$ cat src/hnm_pkg.sv
// ============================================================================
// hnm_pkg: shared types and constants of the height-to-normal-map block
// Holds the sequencer states, the arithmetic unit commands, the register
// indexes and the fixed field widths used by more than one file.
// ============================================================================
package hnm_pkg;

    // Field widths fixed by the interface.
    localparam int HEIGHT_W  = 8;
    localparam int GAIN_W    = 8;
    localparam int IMG_W_W   = 13;
    localparam int NORM_W    = 8;
    localparam int COL_OUT_W = 12;
    localparam int ROW_W     = 16;
    localparam int CFG_W     = 13;

    // Datapath widths of the arithmetic unit.
    localparam int MAG_W   = 16;  // |P-X|*gain
    localparam int SUM_W   = 33;  // dx^2 + dy^2 + 256
    localparam int NUM_W   = 24;  // 255*|c|
    localparam int REM_W   = 48;  // (255*|c|)^2 and division remainder
    localparam int QUO_W   = 14;  // quotient, below 16257
    localparam int ROOT_W  = 7;   // square root of the quotient
    localparam int STEP_W  = 4;
    localparam int DIV_SHIFT = 15; // 4*S aligned to the top quotient bit

    localparam logic [STEP_W-1:0] DIV_LAST  = 4'd13;
    localparam logic [STEP_W-1:0] SQRT_LAST = 4'd6;

    localparam logic [MAG_W-1:0]  Z_MAG     = 16'd16;   // 1.0 in 1/16 units
    localparam logic [SUM_W-1:0]  Z_SQUARE  = 33'd256;
    localparam logic [NUM_W-1:0]  FULL_SCALE = 24'd255;
    localparam logic [NORM_W-1:0] MID_CODE  = 8'd128;

    // Configuration register indexes and reset values.
    typedef logic [0:0] t_cfg_index;
    localparam t_cfg_index CFG_IMAGE_WIDTH = 1'b0;
    localparam t_cfg_index CFG_GAIN        = 1'b1;

    localparam logic [IMG_W_W-1:0] IMAGE_WIDTH_RESET = 13'd256;
    localparam logic [GAIN_W-1:0]  GAIN_RESET        = 8'd32;

    typedef enum logic [1:0] {
        COMP_X,
        COMP_Y,
        COMP_Z
    } t_comp;

    typedef enum logic [3:0] {
        OP_NONE,
        OP_MDX,
        OP_MDY,
        OP_SQX,
        OP_SQY,
        OP_MA1,
        OP_MA2,
        OP_DIV,
        OP_SQI,
        OP_SQRT,
        OP_FIN
    } t_op;

    typedef enum logic [3:0] {
        S_IDLE,
        S_RD1,
        S_RD2,
        S_MDX,
        S_MDY,
        S_SQX,
        S_SQY,
        S_MA1,
        S_MA2,
        S_DIV,
        S_SQI,
        S_SQRT,
        S_FIN,
        S_DONE
    } t_state;

    typedef struct packed {
        t_op   op;
        t_comp comp;
    } t_arith_cmd;

    typedef struct packed {
        logic [NORM_W-1:0] x;
        logic [NORM_W-1:0] y;
        logic [NORM_W-1:0] z;
    } t_normal;

endpackage

$ cat src/hnm_arith.sv
// ============================================================================
// hnm_arith: shared arithmetic unit of the normal computation
// One multiplier and one wide subtractor, driven step by step by the
// sequencer: slopes, squared length, then per component a restoring
// division and a digit-by-digit square root.
// ============================================================================
module hnm_arith (
    input  logic                                i_clk,
    input  hnm_pkg::t_arith_cmd                 i_cmd,
    input  logic [hnm_pkg::HEIGHT_W-1:0]        i_p,
    input  logic [hnm_pkg::HEIGHT_W-1:0]        i_x,
    input  logic [hnm_pkg::HEIGHT_W-1:0]        i_cur,
    input  logic [hnm_pkg::GAIN_W-1:0]          i_gain,
    output hnm_pkg::t_normal                    o_normal
);

    logic [hnm_pkg::MAG_W-1:0]  r_dx;
    logic [hnm_pkg::MAG_W-1:0]  r_dy;
    logic [hnm_pkg::SUM_W-1:0]  r_s;
    logic [hnm_pkg::NUM_W-1:0]  r_num;
    logic [hnm_pkg::REM_W-1:0]  r_rem;
    logic [hnm_pkg::REM_W-1:0]  r_div;
    logic [hnm_pkg::QUO_W-1:0]  r_q;
    logic [hnm_pkg::QUO_W-1:0]  r_rad;
    logic [hnm_pkg::ROOT_W-1:0] r_root;
    logic                       r_exact;
    hnm_pkg::t_normal           r_normal;

    logic [hnm_pkg::HEIGHT_W-1:0] diff_px;
    logic [hnm_pkg::HEIGHT_W-1:0] diff_pc;
    logic [hnm_pkg::MAG_W-1:0]    comp_mag;
    logic                         comp_neg;
    logic [hnm_pkg::NUM_W-1:0]    mul_a;
    logic [hnm_pkg::NUM_W-1:0]    mul_b;
    logic [hnm_pkg::REM_W-1:0]    prod;
    logic [hnm_pkg::REM_W-1:0]    sub_a;
    logic [hnm_pkg::REM_W-1:0]    sub_b;
    logic [hnm_pkg::REM_W:0]      diff;
    logic                         ge;
    logic                         inexact;
    logic [hnm_pkg::NORM_W-1:0]   code_up;
    logic [hnm_pkg::NORM_W-1:0]   code_down;
    logic [hnm_pkg::NORM_W-1:0]   code;

    assign diff_px = (i_p >= i_x)   ? (i_p - i_x)   : (i_x - i_p);
    assign diff_pc = (i_p >= i_cur) ? (i_p - i_cur) : (i_cur - i_p);

    // Magnitude and sign of the component being mapped.
    always_comb begin
        unique case (i_cmd.comp)
            hnm_pkg::COMP_X: begin
                comp_mag = r_dx;
                comp_neg = (i_p < i_x);
            end
            hnm_pkg::COMP_Y: begin
                comp_mag = r_dy;
                comp_neg = (i_p < i_cur);
            end
            default: begin
                comp_mag = hnm_pkg::Z_MAG;
                comp_neg = 1'b0;
            end
        endcase
    end

    // Operand selection of the shared multiplier.
    always_comb begin
        unique case (i_cmd.op)
            hnm_pkg::OP_MDX: begin
                mul_a = hnm_pkg::NUM_W'(diff_px);
                mul_b = hnm_pkg::NUM_W'(i_gain);
            end
            hnm_pkg::OP_MDY: begin
                mul_a = hnm_pkg::NUM_W'(diff_pc);
                mul_b = hnm_pkg::NUM_W'(i_gain);
            end
            hnm_pkg::OP_SQX: begin
                mul_a = hnm_pkg::NUM_W'(r_dx);
                mul_b = hnm_pkg::NUM_W'(r_dx);
            end
            hnm_pkg::OP_SQY: begin
                mul_a = hnm_pkg::NUM_W'(r_dy);
                mul_b = hnm_pkg::NUM_W'(r_dy);
            end
            hnm_pkg::OP_MA1: begin
                mul_a = hnm_pkg::NUM_W'(comp_mag);
                mul_b = hnm_pkg::FULL_SCALE;
            end
            hnm_pkg::OP_MA2: begin
                mul_a = r_num;
                mul_b = r_num;
            end
            default: begin
                mul_a = '0;
                mul_b = '0;
            end
        endcase
    end

    assign prod = {{hnm_pkg::NUM_W{1'b0}}, mul_a} * {{hnm_pkg::NUM_W{1'b0}}, mul_b};

    // Operand selection of the shared subtractor: a division step or a
    // square root step.
    always_comb begin
        if (i_cmd.op == hnm_pkg::OP_SQRT) begin
            sub_a = {r_rem[hnm_pkg::REM_W-3:0], r_rad[hnm_pkg::QUO_W-1 -: 2]};
            sub_b = hnm_pkg::REM_W'({r_root, 2'b01});
        end else begin
            sub_a = r_rem;
            sub_b = r_div;
        end
    end

    assign diff = {1'b0, sub_a} - {1'b0, sub_b};
    assign ge   = ~diff[hnm_pkg::REM_W];

    // The exact value is 128 + 255*c/(2L); a negative component whose
    // scaled value is not an integer rounds one further down.
    assign inexact   = ~(r_exact && (r_rem == '0));
    assign code_up   = hnm_pkg::MID_CODE + hnm_pkg::NORM_W'(r_root);
    assign code_down = hnm_pkg::MID_CODE - hnm_pkg::NORM_W'(r_root)
                       - hnm_pkg::NORM_W'(inexact);
    assign code      = comp_neg ? code_down : code_up;

    always_ff @(posedge i_clk) begin
        unique case (i_cmd.op)
            hnm_pkg::OP_NONE: begin
            end
            hnm_pkg::OP_MDX: begin
                r_dx <= prod[hnm_pkg::MAG_W-1:0];
            end
            hnm_pkg::OP_MDY: begin
                r_dy <= prod[hnm_pkg::MAG_W-1:0];
            end
            hnm_pkg::OP_SQX: begin
                r_s <= hnm_pkg::SUM_W'(prod[2*hnm_pkg::MAG_W-1:0]) + hnm_pkg::Z_SQUARE;
            end
            hnm_pkg::OP_SQY: begin
                r_s <= r_s + hnm_pkg::SUM_W'(prod[2*hnm_pkg::MAG_W-1:0]);
            end
            hnm_pkg::OP_MA1: begin
                r_num <= prod[hnm_pkg::NUM_W-1:0];
            end
            hnm_pkg::OP_MA2: begin
                r_rem <= prod;
                r_div <= {r_s, {hnm_pkg::DIV_SHIFT{1'b0}}};
                r_q   <= '0;
            end
            hnm_pkg::OP_DIV: begin
                if (ge) begin
                    r_rem <= diff[hnm_pkg::REM_W-1:0];
                end
                r_q   <= {r_q[hnm_pkg::QUO_W-2:0], ge};
                r_div <= r_div >> 1;
            end
            hnm_pkg::OP_SQI: begin
                r_exact <= (r_rem == '0);
                r_rem   <= '0;
                r_root  <= '0;
                r_rad   <= r_q;
            end
            hnm_pkg::OP_SQRT: begin
                r_rem  <= ge ? diff[hnm_pkg::REM_W-1:0] : sub_a;
                r_root <= {r_root[hnm_pkg::ROOT_W-2:0], ge};
                r_rad  <= {r_rad[hnm_pkg::QUO_W-3:0], 2'b00};
            end
            hnm_pkg::OP_FIN: begin
                unique case (i_cmd.comp)
                    hnm_pkg::COMP_X: r_normal.x <= code;
                    hnm_pkg::COMP_Y: r_normal.y <= code;
                    default:         r_normal.z <= code;
                endcase
            end
            default: begin
            end
        endcase
    end

    assign o_normal = r_normal;

endmodule

$ cat config.mk
export PLATFORM = sky130hd
export DESIGN_NAME = hnm_arith
export DESIGN_NICKNAME = d
export VERILOG_FILES = /design/src/hnm_pkg.sv /design/src/hnm_arith.sv
export SDC_FILE = /design/constraint.sdc
export NUM_CORES = 2
export LEC_CHECK = 0
export BUFFER_PORTS_ARGS = -buffer_cell sky130_fd_sc_hd__buf_4
export CORE_AREA = 2 2 280 282
export CTS_CLUSTER_SIZE = 16
export DETAILED_ROUTE_END_ITERATION = 10
export DIE_AREA = 0 0 282 284
export SLEW_MARGIN = 15
export SYNTH_ARGS = -nofsm -noshare
export SYNTH_HDL_FRONTEND = slang
export SYNTH_SLANG_ARGS = --single-unit
$ cat constraint.sdc
create_clock -name i_clk -period 12.02 [get_ports i_clk]
set_input_delay 1.202 -clock i_clk [delete_from_list [all_inputs] [get_ports i_clk]]
set_output_delay 1.202 -clock i_clk [all_outputs]
set_load 0.02 [all_outputs]
# Word level (Yosys, flattened, before mapping)
# Cells that the tools add are included.
# word_totals
ff_bits	245
in_bits	39
out_inout_bits	24
wordCells	73
# classes
n_addsub	10
multipliers	1
magnitude_cmp	4
eq_ne	12
muxes	17
bitwise_logic	3
n_reduce_logical	13
# op_table
operator	n
48-bit 2-to-1 mux	4
48-bit one-hot mux with 4 select lines	1
24-bit one-hot mux with 6 select lines	1
24-bit one-hot mux with 5 select lines	1
48-bit one-hot mux with 2 select lines	1
33-bit one-hot mux with 2 select lines	1
14-bit one-hot mux with 2 select lines	2
48-bit by 48-bit subtractor with 49-bit output	1
48-bit zero test	1
24-bit by 24-bit multiplier with 48-bit output	1
32-bit by 9-bit adder with 33-bit output, second input constant	1
33-bit by 32-bit adder with 33-bit output	1
16-bit one-hot mux with 2 select lines	1
8-bit subtractor	4
8-bit 2-to-1 mux	3
4-bit by 3-bit equality test with 1-bit output, second input constant	4
8-bit greater-or-equal comparator	2
8-bit < comparator	2
7-bit one-hot mux with 2 select lines	1
4-bit equality test, second input constant	3
8-bit by 7-bit adder with 8-bit output, first input constant	1
4-bit by 2-bit equality test with 1-bit output, second input constant	2
2-bit AND reduction	4
8-bit by 1-bit subtractor with 8-bit output	1
11 further kinds	16

# Depth between registers and ports, before layout
# depth
depth_word	6
mapped_depth	47
ltp_nobuf	45

# Worst setup path before layout
# Ideal clock, no wire load.
# synth_timing
kind	input port to flip-flop
startpoint	in i_p[0] in the netlist's numbering
endpoint	reg r_s[31] in the netlist's numbering (data pin)
setup_time_ns	0.259
t_arrival_ns	10.865
required_ns	11.761
path_slack_ns	0.896
path_stages	45
path_buffers	3
cell_sequence	inv_1 -> ha_1 -> inv_1 -> fa_1 -> a21o_1 -> a211oi_1 -> o221ai_2 -> nor3_1 -> a21oi_1 -> xnor2_1 -> o2111ai_1 -> clkbuf_1 -> nand2_1 -> fa_1 -> inv_1 -> fa_1 -> inv_1 -> fa_1 -> (+9 left out) -> a21oi_2 -> nand2_1 -> a211o_1 -> a21oi_1 -> xor2_1 -> inv_1 -> ha_1 -> clkbuf_1 -> nand3_1 -> nor3_1 -> nand2_1 -> o32ai_1 -> o211a_1 -> o21a_1 -> nor2b_1 -> o21ai_0 -> mux2i_1 -> o31a_1
# synth_via
elab_chain_len	6
word_cells_on_any_way	13
# synth_rtl
element	line_no	source
from (decl)	hnm_arith.sv:10	input logic [hnm_pkg::HEIGHT_W-1:0] i_p,
8-bit subtractor (tied with other cells)	hnm_arith.sv:46	assign diff_pc = (i_p >= i_cur) ? (i_p - i_cur) : (i_cur - i_p);
8-bit 2-to-1 mux (on tied branches)	hnm_arith.sv:46, hnm_arith.sv:45	
24-bit one-hot mux with 6 select lines (*)	hnm_arith.sv:68	unique case (i_cmd.op)
24-bit by 24-bit multiplier with 48-bit output (*)	hnm_arith.sv:100	assign prod = {{hnm_pkg::NUM_W{1'b0}}, mul_a} * {{hnm_pkg::NUM_W{1'b0}}, mul_b};
via prod, one bit	hnm_arith.sv:35	logic [hnm_pkg::REM_W-1:0] prod;
33-bit by 32-bit adder with 33-bit output or 32-bit by 9-bit adder with 33-bit output (tied branches)	hnm_arith.sv:139, hnm_arith.sv:136	
33-bit one-hot mux with 2 select lines (*)	hnm_arith.sv:126	unique case (i_cmd.op)
to (signal assigned)	hnm_arith.sv:136	r_s <= hnm_pkg::SUM_W'(prod[2*hnm_pkg::MAG_W-1:0]) + hnm_pkg::Z_SQUARE;
to (signal assigned)	hnm_arith.sv:139	r_s <= r_s + hnm_pkg::SUM_W'(prod[2*hnm_pkg::MAG_W-1:0]);
to (decl)	hnm_arith.sv:19	logic [hnm_pkg::SUM_W-1:0] r_s;
# Mark *: on every way through the listed nets, which the timed path passes. The rest lies on a longest branch.
# A chain may end at the register's enable or synchronous reset.

# Final worst setup path
# layout_timing
startpoint	in i_p[0] in the netlist's numbering
endpoint	reg r_s[32] in the netlist's numbering (data pin)
# The elaborated chain is that of the path after synthesis.

==> results.yml <==
detailed_routing:
  met2_length_um: 46260
  dr_total_vias: 28549
  route.detailed.drc: 0
  met3WireLength_um: 7196
  highest_layer: "met4"
  wl_met1_um: 47370
  viasPerCell: 5.487
  drt-initial-drc-count: 2357
  firstDrtPassIters: 5
  wl_per_cell_um: 19.98
  wl_um: 104000
  drt.antenna.violating_nets: 0
power:
  p_clk_frac: 0.265
  seqPwrFrac: 0.328
  leakagePower_uw: 0.01886
  p_switching_uw: 1189
  power_density_nw_per_um2: 81.51
  internal-power_uw: 1986
  comb_power_share: 0.406
  ir_drop_uv: 113.2
  p_sw_frac: 0.3745
setup_path:
  critical_path.slowest_cell: "fa_1"
  crit_arrival_ns: 11.66
  max_stage_delay_ns: 0.53
  cp-end-kind: "register"
  reg2reg_depth: 33
  r2r-end: "r_s[32]"
  start_kind: "primary input"
  cp.required_ns: 12.31
  r2r_setup_slack_ns: 2.33
  cp_max_fo: 11
  reg2reg_from: "r_dy[4]"
  path_class: "in -> reg"
place:
  pre_cts_ws_ns: 0.02703
  dp_hpwl_um: 83300
  io_buffers: 62
  gp_congestion: 0.9368
grt:
  grt_max_degree: 98
  grt_pass1_vias: 29083
  gr-total-overflow: 0
  grtUsageTotal: 0.2666
  grt_first_pass_wirelength_um: 166700
  antenna_found_initial: 0
cells_and_area:
  drive_gt1_frac: 0.07496
  fillers: 7310
  nNetsFinal: 4949
  layout.area.seq_um2: 7357
  multi_input_comb_area_um2: 25250
  area_delta_synth_final_pct: 8.499
yosys:
  yosysWarningCount: 0
  ys_ff_latch: 245
  synth_edf_count: 245
  yosysTopAreaCellShare: 0.2659
  synth.yosys.seq_area_share: 0.2049
  syn_avg_cell_area_um2: 8.751
  ys_async_sr_fraction: 0
  synth.distinct_cells: 97
  syn_inst: 4103
  synth_area_um2: 35910
  synth_common_cells: "nand2_1 (782), inv_1 (729), fa_1 (477)"
  synth_nets: 4910
  yosysTopAreaCell: "fa_1"
  synthTopCellsByArea: "fa_1 (27%), edfxtp_1 (20%), ha_1 (10%)"
  yosysMostFrequentCell: "nand2_1"
  ys.flop_type: "edfxtp_1"
sta:
  max_freq_mhz: 87.98
  finClkSkew_ns: 0.02475
  setup_tns_ns: 0
  setup_viol: 0
  rsz0062_at_grt: "false"
  drv_slew: 0
  worst_pin_slew_ns: 1.122
  setup_ws_ns: 0.6533
  fin_crit_sh: 0.9456
  final_hold_viol_count: 0
  slew_headroom: 0.2505
  period_minus_slack_ns: 11.37
die:
  rows: 102
  dieArea_um2: 80090
  die_w_um: 282
  initial_core_util: 0.4666
  io_pins: 63
  core_um2: 76960
  chipHeight_um: 284
worst_hold_path:
  hp-start: "r_rad[11]"
  hold_depth: 2
  hold_path_end: "r_rad[13]"
  holdCritPathClass: "reg -> reg"
clocking:
  root_buffer: "clkbuf_16"
  clk-insertion-delay-late_ns: 0.57
  hold_buffers: 0
  cts_max_path_buffers: 3
  cts_tree: "yes"
  cts_buffers: 26
  htree_levels: 1
  cts.clk_slew.worst_paths_ns: 0.07
  clock_sinks: 245
flow_run:
  maxCapViolCount: 0
run_status:
  status: "finished clean"
## registers in the layout, indices dropped and copies added (netlist names), 7 cells and up
register  count
r_div        48
r_rem        48
r_s          33
o_normal     24
r_num        24
r_dx         16
r_dy         16
r_q          14
r_rad        14
r_root        7
## placed cells by master, fill, tap and decap left out, types with 12 or more instances in the layout
cell type    n
a211o_1     14
nand2_1    779
ha_1       291
nand4_1     26
mux2_2      12
fa_1       477
a31oi_1     18
nor4_1      16
nor3_1      26
o21ai_0    134
edfxtp_1   245
xor2_1      53
a211oi_1    21
nand2b_1    33
xnor2_1     81
nor2_1     239
a21oi_1    161
o21a_1      21
mux2i_1     29
o21ai_1     12
buf_4      185
a21o_1      62
nand3_1     45
and3_1      69
a221oi_1    15
inv_1      729
and2_1      44
clkbuf_16   26
o21bai_1    15
a22oi_1     40
nor2b_1     19
## metrics by stage
stage	util	power (uW)	hold slack, ns	instances	cell area, um^2
6_report	0.5062	3175	0.5093	5203	38960
3_5_place_dp	0.4941	2316	0.4912	5154	38030
2_1_floorplan	-	1918	0.4836	4103	35910
4_1_cts	0.5056	3172	0.5112	5202	38910
5_1_grt	0.5062	3366	0.5361	5202	38960
3_3_place_gp	0.4941	2316	0.4932	5154	38030
## repair_timing
| action | 4_1_cts | 5_1_grt |
|---|---|---|
| endpoints found under the setup margin | 0 | 10 |
| buffers inserted | 0 | 0 |
| gates resized for setup | 0 | 13 |
## worst max-delay path by stage
stage	start	to	slack, ns
2_1_floorplan	i_p[0]	r_s[31]	0.90
3_3_place_gp	i_p[0]	r_s[31]	0.18
3_5_place_dp	i_p[0]	r_s[32]	0.03
4_1_cts	i_p[0]	r_s[32]	0.57
5_1_grt	i_p[0]	r_s[32]	0.02
6_report	i_p[0]	r_s[32]	0.65
## cell families (layout without fill, tap and decap cells)
logic type               count (synthesis)  in the layout  share of synthesized area
AO/OA/AOI/OAI                          647            647                     0.1201
XOR/XNOR                               137            137                    0.03404
adder cells (fa/ha/maj)                768            768                     0.3673
buffers and inverters                  909            968                    0.09593
flip-flops                             245            245                     0.2049
multiplexers                            42             42                    0.01213
other                                    0              1                          0
AND/OR/NAND/NOR                       1355           1355                     0.1656
## final cells by class
class,instances,share of cell area
multi-input combinational,2949,0.6482
sequential,245,0.1888
inverter,734,0.07072
timing repair buffer,186,0.03616
tap,1040,0.03340
clock buffer,31,0.01718
clock inverter,17,0.005428
antenna,1,0.00006423
## layer usage
metal,vias to the layer above,global-route usage
li1,13392,-
met1,14031,0.3928
met2,966,0.4126
met3,160,0.03433
met4,0,0.07061
met5,-,0
## critical path: cells and delay by family
| kind | cells | cell delay, ns |
|---|---|---|
| AND/OR/NAND/NOR | 4 | 0.63 |
| buffers and inverters | 9 | 0.92 |
| XOR/XNOR | 2 | 0.34 |
| AO/OA/AOI/OAI | 18 | 3.78 |
| adder cells (fa/ha/maj) | 11 | 4.46 |
| multiplexers | 1 | 0.30 |
## power by group through the flow
| stage | clock (uW) | sequential [uW] | combinational [uW] |
|---|---|---|---|
| global route | 892 | 1050 | 1430 |
| CTS | 861 | 1040 | 1270 |
| global placement | 0 | 1060 | 1260 |
| floorplan | 0 | 1050 | 872 |
| detailed placement | 0 | 1060 | 1260 |
| finish | 843 | 1040 | 1290 |
(Power assumes the default switching activity.)
